$ cat config.mk
export PLATFORM = sky130hd
export DESIGN_NAME = bba_ctrl
export DESIGN_NICKNAME = d
export VERILOG_FILES = /design/src/rtl/core/bba_pkg.sv /design/src/rtl/core/bba_ctrl.sv
export SDC_FILE = /design/constraint.sdc
export NUM_CORES = 1
export LEC_CHECK = 0
export BUFFER_PORTS_ARGS = -buffer_cell sky130_fd_sc_hd__buf_2
export CAP_MARGIN = 10
export CORE_AREA = 2 2 39 41
export CTS_BUF_LIST = sky130_fd_sc_hd__clkbuf_8
export DETAILED_ROUTE_END_ITERATION = 10
export DIE_AREA = 0 0 41 43
export GPL_TIMING_DRIVEN = 0
export PLACE_DENSITY = 0.72
export SLEW_MARGIN = 20
export SYNTH_ARGS = -nofsm -noshare
export SYNTH_HDL_FRONTEND = slang
export SYNTH_SLANG_ARGS = --single-unit
$ cat constraint.sdc
create_clock -name clk_i -period 1.9 [get_ports clk_i]
set_input_delay 0.095 -clock clk_i [delete_from_list [all_inputs] [get_ports clk_i]]
set_output_delay 0.095 -clock clk_i [all_outputs]
set_load 0.005 [all_outputs]
$ cat src/rtl/core/bba_pkg.sv
// Package for the buddy block allocator: constants, payload structs,
// controller state enum, controller-datapath command enum and status struct.
// No dependencies.
package bba_pkg;

  localparam int OrderLimit = 10;
  localparam int UnitBytes = 64;
  localparam int TagBytes = 8;
  localparam int OrdW = 4;
  localparam int BlkW = OrderLimit;
  localparam int StoreDepth = 2 << OrderLimit;
  localparam int StoreAw = OrderLimit + 1;
  localparam int DepthW = OrderLimit + 1;
  localparam int BlockCount = 1 << OrderLimit;
  localparam logic [16:0] PoolReset = 17'd65536;

  typedef struct packed {
    logic        opcode;
    logic [31:0] request_bytes;
    logic [9:0]  free_block;
  } req_t;

  typedef struct packed {
    logic       granted;
    logic [9:0] block_start;
    logic [3:0] block_order;
  } rsp_t;

  typedef enum logic [3:0] {
    StIdle,
    StNeed,
    StFind,
    StPopRd,
    StPopWait,
    StSplit,
    StTagRd,
    StTagWait,
    StMrgChk,
    StScanRd,
    StScanWait,
    StScanCmp,
    StShiftRd,
    StShiftWait,
    StShiftWr,
    StPush
  } state_e;

  typedef enum logic [3:0] {
    CmdNone,
    CmdLoad,
    CmdNeedStep,
    CmdFindStep,
    CmdPopRead,
    CmdPopTake,
    CmdSplitStep,
    CmdTagRead,
    CmdTagTake,
    CmdScanStart,
    CmdScanRead,
    CmdScanNext,
    CmdShiftRead,
    CmdShiftWrite,
    CmdMerge,
    CmdPush
  } cmd_e;

  typedef struct packed {
    logic need_done;
    logic need_fail;
    logic find_done;
    logic find_fail;
    logic split_done;
    logic merge_end;
    logic scan_empty;
    logic scan_hit;
    logic shift_done;
  } status_t;

  function automatic logic [StoreAw-1:0] stack_base(input logic [OrdW-1:0] o);
    logic [StoreAw:0] full;
    full = (StoreAw + 1)'(StoreDepth);
    return StoreAw'(full - (full >> o));
  endfunction

  function automatic logic [DepthW-1:0] stack_cap(input logic [OrdW-1:0] o);
    return DepthW'(BlockCount >> o);
  endfunction

endpackage

$ cat src/rtl/core/bba_ctrl.sv
// Controller state machine of the buddy block allocator.
// Depends on bba_pkg; drives commands to bba_dpath and reads its status.
module bba_ctrl (
  input  logic            clk_i,
  input  logic            rst_ni,
  input  logic            start,
  input  logic            opcode_i,
  input  bba_pkg::status_t st_i,
  output bba_pkg::cmd_e   cmd_o,
  output logic            busy,
  output logic            done_o
);
  import bba_pkg::*;

  state_e state_q, state_d;

  always_ff @(posedge clk_i or negedge rst_ni) begin
    if (!rst_ni) begin
      state_q <= StIdle;
    end else begin
      state_q <= state_d;
    end
  end

  assign busy = (state_q != StIdle);

  always_comb begin
    state_d = state_q;
    cmd_o = CmdNone;
    done_o = 1'b0;
    unique case (state_q)
      StIdle: begin
        if (start) begin
          cmd_o = CmdLoad;
          state_d = opcode_i ? StTagRd : StNeed;
        end
      end
      StNeed: begin
        if (st_i.need_fail) begin
          done_o = 1'b1;
          state_d = StIdle;
        end else if (st_i.need_done) begin
          state_d = StFind;
        end else begin
          cmd_o = CmdNeedStep;
        end
      end
      StFind: begin
        if (st_i.find_fail) begin
          done_o = 1'b1;
          state_d = StIdle;
        end else if (st_i.find_done) begin
          state_d = StPopRd;
        end else begin
          cmd_o = CmdFindStep;
        end
      end
      StPopRd: begin
        cmd_o = CmdPopRead;
        state_d = StPopWait;
      end
      StPopWait: begin
        cmd_o = CmdPopTake;
        state_d = StSplit;
      end
      StSplit: begin
        cmd_o = CmdSplitStep;
        if (st_i.split_done) begin
          done_o = 1'b1;
          state_d = StIdle;
        end
      end
      StTagRd: begin
        cmd_o = CmdTagRead;
        state_d = StTagWait;
      end
      StTagWait: begin
        cmd_o = CmdTagTake;
        state_d = StMrgChk;
      end
      StMrgChk: begin
        if (st_i.merge_end) begin
          state_d = StPush;
        end else begin
          cmd_o = CmdScanStart;
          state_d = StScanRd;
        end
      end
      StScanRd: begin
        if (st_i.scan_empty) begin
          state_d = StPush;
        end else begin
          cmd_o = CmdScanRead;
          state_d = StScanWait;
        end
      end
      StScanWait: state_d = StScanCmp;
      StScanCmp: begin
        if (st_i.scan_hit) begin
          state_d = StShiftRd;
        end else begin
          cmd_o = CmdScanNext;
          state_d = StScanRd;
        end
      end
      StShiftRd: begin
        if (st_i.shift_done) begin
          cmd_o = CmdMerge;
          state_d = StMrgChk;
        end else begin
          cmd_o = CmdShiftRead;
          state_d = StShiftWait;
        end
      end
      StShiftWait: state_d = StShiftWr;
      StShiftWr: begin
        cmd_o = CmdShiftWrite;
        state_d = StShiftRd;
      end
      StPush: begin
        cmd_o = CmdPush;
        done_o = 1'b1;
        state_d = StIdle;
      end
      default: state_d = StIdle;
    endcase
  end

  assert property (@(posedge clk_i) disable iff (!rst_ni) done_o |=> !busy)
    else $error("busy after result");
  assert property (@(posedge clk_i) disable iff (!rst_ni)
      (start && !busy) |=> busy)
    else $error("item not taken");
  assert property (@(posedge clk_i) disable iff (!rst_ni) !busy |-> !done_o)
    else $error("result while idle");

endmodule

==> summary.md, run 1 <==
| Metric | Value |
|---|---|
| Sequential share of power | 13.0% |
| CTS tree | built |
| Share of total power in the clock network | 12.4% |
| Share of cells above drive strength 1 | 30.6% |
| Max VDD drop | 0.000903 V |
| Max-Cap Viols | 0 |
| Avg Inst Size Synth | 7.38 um2 |
| Synthesized net count | 99 |
| Asr flop ratio synth | 100% |
| Initial DRT Pass Iterations | 4 |
| Diodes inserted | 0 |
| Seq/Total Area, Yosys | 15.8% |
| FMAX | 0.554 GHz |
| DRC errors left | 0 |
| First-pass GRT wire length | 2860 um |
| Switching share of power | 46.7% |
| CP Depth | 6 |
| Commonest non-fill, non-tap cells in the layout | buf_2 (23), nand2_1 (9), nor2_1 (7) |
| Die Wd | 41 um |
| Largest regs | state_q x4 |
| Status | finished, final reports clean |
| Worst min-delay path class | input port to async pin |
| Number of global-route vias before repair | 643 |
| Yosys reg bits | 4 |
| Worst-Margin Slew | 0.502 ns |
| Setup TNS Final | 0 ns |
| NumNets Final | 123 |
| Met3 routed WL | 96 um |
| Biggest register | state_q |
| Bufs and invs on worst path | 3 |
| Crit start category | register |
| Hpwl dp | 1300 um |
| Commonest non-fill, non-tap cell in the layout | buf_2 |
| Initial antenna violation count | 0 |
| First DRT Iteration DRCs | 13 |
| Largest net degree at the start of global routing | 11 |
| Number of library cell types mapped by synthesis | 39 |
| Clock transition at the registers of the reported paths | 0.03 ns |
| Total gr overflow | 0 |
| Top-level I/O count | 19 |
| Post-Route Skew | 0.00115 ns |
| H-tree depth | 1 |
| Pins over their slew limit | 0 |
| Unrepaired setup endpoints after global routing | false |
| CTS Sinks | 4 |
| Critical Path, Cell by Cell | buf_2, buf_2, o2bb2ai_1, a21boi_0, o221ai_1, buf_2 |
| Most used cell, CP | buf_2 |
| Psw | 670 uW |
| Slew headroom | 66.0% |
| Crit path DAT | 1.71 ns |
| Prevailing post-synth register cell | dfrtp_1 |
| Syn Std Cell Area | 634 um2 |
| Final Total Pwr | 1430 uW |
| R2r worst-path depth | 4 |
| Crit Path Class | register to primary output |
| Number of synthesized flops with an enable pin | 0 |
| Synthesis-to-layout area growth | 25.6% |
| Final worst path period share | 95.0% |
| Final Hold Viols | 0 |
| Gate power share | 74.6% |
| Post-CTS Setup Bufs | 0 |
| Reg2reg start | state_q[2] |
| Worst reg2reg path endpoint | state_q[2] |
| CTS Buffer Depth | 2 |
| Clock Latency Late Sink | 0.22 ns |
| PD cells | 1800 mW/mm2 |
| Internal | 763 uW |
| CTS root buffer | clkbuf_8 |
| I/O Buffers | 18 |
| DR WL met2 | 812 um |
| P_leak | 0.000356 uW |
| WL met1 | 757 um |
| Hold slack | 0.202 ns |
| All-Layer GR Usage | 23.7% |
| Crit path max-delay cell type | dfrtp_1 |
| Per-cell routed wire length | 13.6 um |
| Synth Instances | 86 |
| Total number of vias | 728 |
| Pre-CTS setup slack | 0.331 ns |
| GP Congestion | 0.901 |
| Critical path peak fanout | 10 |
| Layout filler cell count | 130 |
| Max reg flops | 4 |
| CTS Buf Count | 3 |
| Total number of yosys warnings | 0 |
| Top Metal Used | met4 |
| Reg-to-reg setup timing slack | 0.31 ns |
| Fin crit period | 1.81 ns |
| Element type at the critical path end | primary output |
| Core Rows | 14 |
| Final setup fails | 0 |
| Core box area | 0.00138 mm2 |
| Die Ht | 43 um |
| Vias per inst | 5.87 |
| Antenna viol nets, final | 0 |
| Full die area | 0.00176 mm2 |
| Final setup margin | 0.0942 ns |
| Largest delay share family, worst path | buffers and inverters |
| Final core utilization | 57.6% |
| Initial Util | 45.8% |
| Max incr delay on CP | 0.45 ns |
| Required @ worst endpoint | 1.80 ns |
| Drt total wl | 1680 um |
-- how the worst max path moves through the flow --
stage                          start  slack (ns)         end
after floorplan           state_q[3]        0.45  state_q[2]
after global placement    state_q[2]        0.34  state_q[2]
after detailed placement  state_q[2]        0.33  state_q[2]
after CTS                 state_q[1]        0.12      done_o
after global routing      state_q[2]        0.04    cmd_o[1]
final                     state_q[2]        0.09    cmd_o[1]
-- worst register-to-register path: stages (launching register included) --
cell	delay, ns
dfrtp_1	0.45
and3b_1	0.20
o21ai_1	0.25
nand2_1	0.14
o41a_1	0.43
-- stage by stage --
step	std cells	instance area [um2]
floorplan	86	634
global placement	120	744
detailed placement	120	744
CTS	124	796
global route	124	797
finish	124	797
-- cells in the mapped netlist (3+ instances only) --
cell      number  area, um2
buf_2          5       25.0
dfrtp_1        4        100
nand2_1        9       33.8
nand2b_1       6       37.5
nand3_1        3       15.0
nor2_1         7       26.3
nor2b_1        4       25.0
o21ai_0        5       25.0
o21ai_1        3       15.0
-- area by class of cell --
cell class              instances  area [um2]  area share, %
plain buffers                   8        48.8           6.12
clock buffers                   3        41.3           5.18
inverters                       2        7.51          0.942
multi-input cells              72         479           60.1
flip-flops and latches          4         100           12.6
well taps                      16        20.0           2.51
repair buffers                 19         100           12.6
-- logic make-up after synthesis --
kind of cell / Yosys count / synth area share (%)
AOI/OAI and AO/OA: 27 / 33.3
and+or+nand+nor: 41 / 35.3
xor gates and xnor gates: 1 / 1.38
buffers and inverters: 10 / 8.68
muxes: 3 / 5.52
DFF: 4 / 15.8
-- routing by layer --
| layer | global-route usage, % | vias up |
|---|---|---|
| li1 | - | 366 |
| met1 | 32.1 | 331 |
| met2 | 35.3 | 29 |
| met3 | 3.14 | 2 |
| met4 | 11.3 | 0 |
| met5 | 0 | - |
-- what timing repair did --
item | in CTS | in global routing
hold buffers | 1 | 0
hold endpoints to repair | 4 | 0
gates resized for setup | 0 | 2
setup endpoints to repair | 0 | 1
-- power groups by stage --
stage | registers (uW) | clock network, uW | logic, uW
2_1_floorplan | 169 | 0 | 808
3_3_place_gp | 185 | 0 | 1040
3_5_place_dp | 186 | 0 | 1060
4_1_cts | 185 | 181 | 1060
5_1_grt | 193 | 187 | 1180
6_report | 186 | 178 | 1070
No activity file was read; power rests on OpenSTA's default activity.
==> run 2, diff against run 1 <==
--- a/config.mk
+++ b/config.mk
@@ -11,7 +11,6 @@
 export CTS_BUF_LIST = sky130_fd_sc_hd__clkbuf_8
 export DETAILED_ROUTE_END_ITERATION = 10
 export DIE_AREA = 0 0 41 43
-export GPL_TIMING_DRIVEN = 0
 export PLACE_DENSITY = 0.72
 export SLEW_MARGIN = 20
 export SYNTH_ARGS = -nofsm -noshare
==> summary.md, run 2 (same netlist as run 1, synthesis figures left out) <==
| Metric | Value |
|---|---|
| Status | finished, final reports clean |
| Commonest non-fill, non-tap cell in the layout | buf_2 |
| Element type at the critical path end | primary output |
| Core Rows | 14 (unchanged) |
| Crit path max-delay cell type | dfrtp_2 |
| FMAX | 0.560 GHz (+1.2%) |
| Antenna viol nets, final | 0 (unchanged) |
| Bufs and invs on worst path | 2 (-1) |
| Crit start category | register |
| Crit Path Class | register to primary output |
| Worst min-delay path class | input port to async pin |
| Post-place instance area | 734 um2 (-1.3%) |
| GP Congestion | 0.862 (-4.3%) |
| Crit path DAT | 1.69 ns (-0.02 ns) |
| Die Wd | 41 um (unchanged) |
| Die Ht | 43 um (unchanged) |
| Worst-Margin Slew | 0.448 ns (-0.0543 ns) |
| Critical path peak fanout | 12 (+2) |
| First-pass GRT wire length | 2740 um (-4.3%) |
| Initial DRT Pass Iterations | 4 (unchanged) |
| Largest regs | state_q x4 |
| Max VDD drop | 0.000846 V (-6.3%) |
| CTS Buffer Depth | 2 (unchanged) |
| Full die area | 0.00176 mm2 (unchanged) |
| Number of global-route vias before repair | 620 (-3.6%) |
| DRC errors left | 0 (unchanged) |
| Slew headroom | 69.7% (+3.7 points) |
| CTS tree | built |
| Final setup fails | 0 (unchanged) |
| Biggest register | state_q |
| Drt total wl | 1720 um (+2.3%) |
| CTS Sinks | 4 (unchanged) |
| All-Layer GR Usage | 22.1% (-1.6 points) |
| Critical Path, Cell by Cell | buf_4, or3_1, o21ai_0, nand3b_1, o211ai_1, buf_2 |
| Multi-input gate area in the final layout | 479 um2 (unchanged) |
| Synthesis-to-layout area growth | 28.6% |
| Clock Latency Late Sink | 0.22 ns (about the same) |
| I/O Buffers | 18 (unchanged) |
| Fin crit period | 1.78 ns (-0.0213 ns) |
| Max reg flops | 4 (unchanged) |
| Final Total Pwr | 1460 uW (+2.2%) |
| Final Hold Viols | 0 (unchanged) |
| Largest delay share family, worst path | simple AND/OR/NAND/NOR gates |
| PD cells | 1800 mW/mm2 (-0.11%) |
| Initial antenna violation count | 0 (unchanged) |
| Setup TNS Final | 0 ns (unchanged) |
| CTS root buffer | clkbuf_8 |
| Hpwl dp | 1250 um (-4.3%) |
| Pins over their slew limit | 0 (unchanged) |
| Unrepaired setup endpoints after global routing | false |
| Post-Route Skew | 0.00277 ns (+0.00161 ns) |
| Layout filler cell count | 141 (+8.5%) |
| H-tree depth | 1 (unchanged) |
| Share of cells above drive strength 1 | 33.0% (+2.5 points) |
| Total gr overflow | 0 (unchanged) |
| Top-level I/O count | 19 (unchanged) |
| First DRT Iteration DRCs | 13 (unchanged) |
| NumNets Final | 124 (+0.81%) |
| Total number of vias | 740 (+1.6%) |
| Critical path startpoint | state_q[1] |
| Final instance area | 816 um2 (+2.4%) |
| Final worst path period share | 93.9% (-1.1 points) |
| Clock transition at the registers of the reported paths | 0.03 ns (about the same) |
| Required @ worst endpoint | 1.80 ns (about the same) |
| Largest net degree at the start of global routing | 15 (+4) |
| Commonest non-fill, non-tap cells in the layout | buf_2 (18), nand2_1 (9), buf_4 (8) |
| P_leak | 0.000361 uW (+1.5%) |
| Core box area | 0.00138 mm2 (unchanged) |
| Vias per inst | 5.92 (+0.84%) |
| Max-Cap Viols | 0 (unchanged) |
| Reg2reg start | state_q[0] |
| Initial Util | 45.8% (unchanged) |
| Register area | 103 um2 (+2.5%) |
| Diodes inserted | 0 (unchanged) |
| Per-cell routed wire length | 13.8 um (+1.4%) |
| CTS Buf Count | 3 (unchanged) |
| Max incr delay on CP | 0.47 ns (+0.02 ns) |
[run 2: changes by cell type in the layout (fill, tap and decap cells not counted), sizes merged]
cell | before | now
buf | 25 | 26
[run 2: final cells by class]
| cell class | count | area share, % |
|---|---|---|
| multi-input combinational | 72 | 58.7 |
| timing repair buffer | 28 | 20.2 |
| sequential | 4 | 12.6 |
| clock buffer | 3 | 5.06 |
| tap | 16 | 2.45 |
| inverter | 2 | 0.920 |
[run 2: per-layer routing]
metal | vias to the layer above | track usage, % | routed length [um]
met5 | - | 0 | 0
met4 | 0 | 8.00 | 26
met3 | 4 | 3.14 | 54
met2 | 16 | 32.8 | 854
met1 | 354 | 31.4 | 787
li1 | 366 | - | -
[run 2: path summary, 6_finish.rpt]
path | to | slack (ns) | cells past startpoint
setup / recovery | cmd_o[3] | 0.12 | 6
hold reg to reg | state_q[3] | 0.70 | 2
min in group clk_i | state_q[1] | 0.25 | 4
setup reg to reg | state_q[2] | 0.17 | 5
hold / removal | state_q[3] | 0.22 | 2
max in group asynchronous | state_q[0] | 1.55 | 2
[run 2: worst reg2reg max path, delay by kind of cell (launching register included)]
kind	cells	cell delay (ns)
buffers and inverters	1	0.15
DFF	1	0.44
and+or+nand+nor	2	0.31
AOI/OAI and AO/OA	2	0.70
[run 2: metrics by stage]
| stage | hold slack, ns | utilization, % | setup slack [ns] | std cells |
|---|---|---|---|---|
| 2_1_floorplan | -0.201 | - | 0.453 | 86 |
| 3_3_place_gp | -0.0963 | 53.1 | 0.249 | 117 |
| 3_5_place_dp | -0.0946 | 53.1 | 0.194 | 117 |
| 4_1_cts | 0.210 | 56.8 | 0.00427 | 121 |
| 5_1_grt | 0.238 | 59.0 | 0.00419 | 125 |
| 6_report | 0.217 | 59.0 | 0.115 | 125 |
[run 2: report_power, final]
group          internal, uW  switching, uW  leakage (uW)
clock network           135           42.3     0.0000216
logic                   529            504      0.000294
registers               137            119     0.0000457
total                   800            665      0.000361
[run 2: repair_timing]
item | CTS | global route
resized for setup | 0 | 2
hold buffers | 1 | 0
endpoints found under the hold margin | 4 | 0
setup endpoints to repair | 0 | 3
buffers inserted | 0 | 4
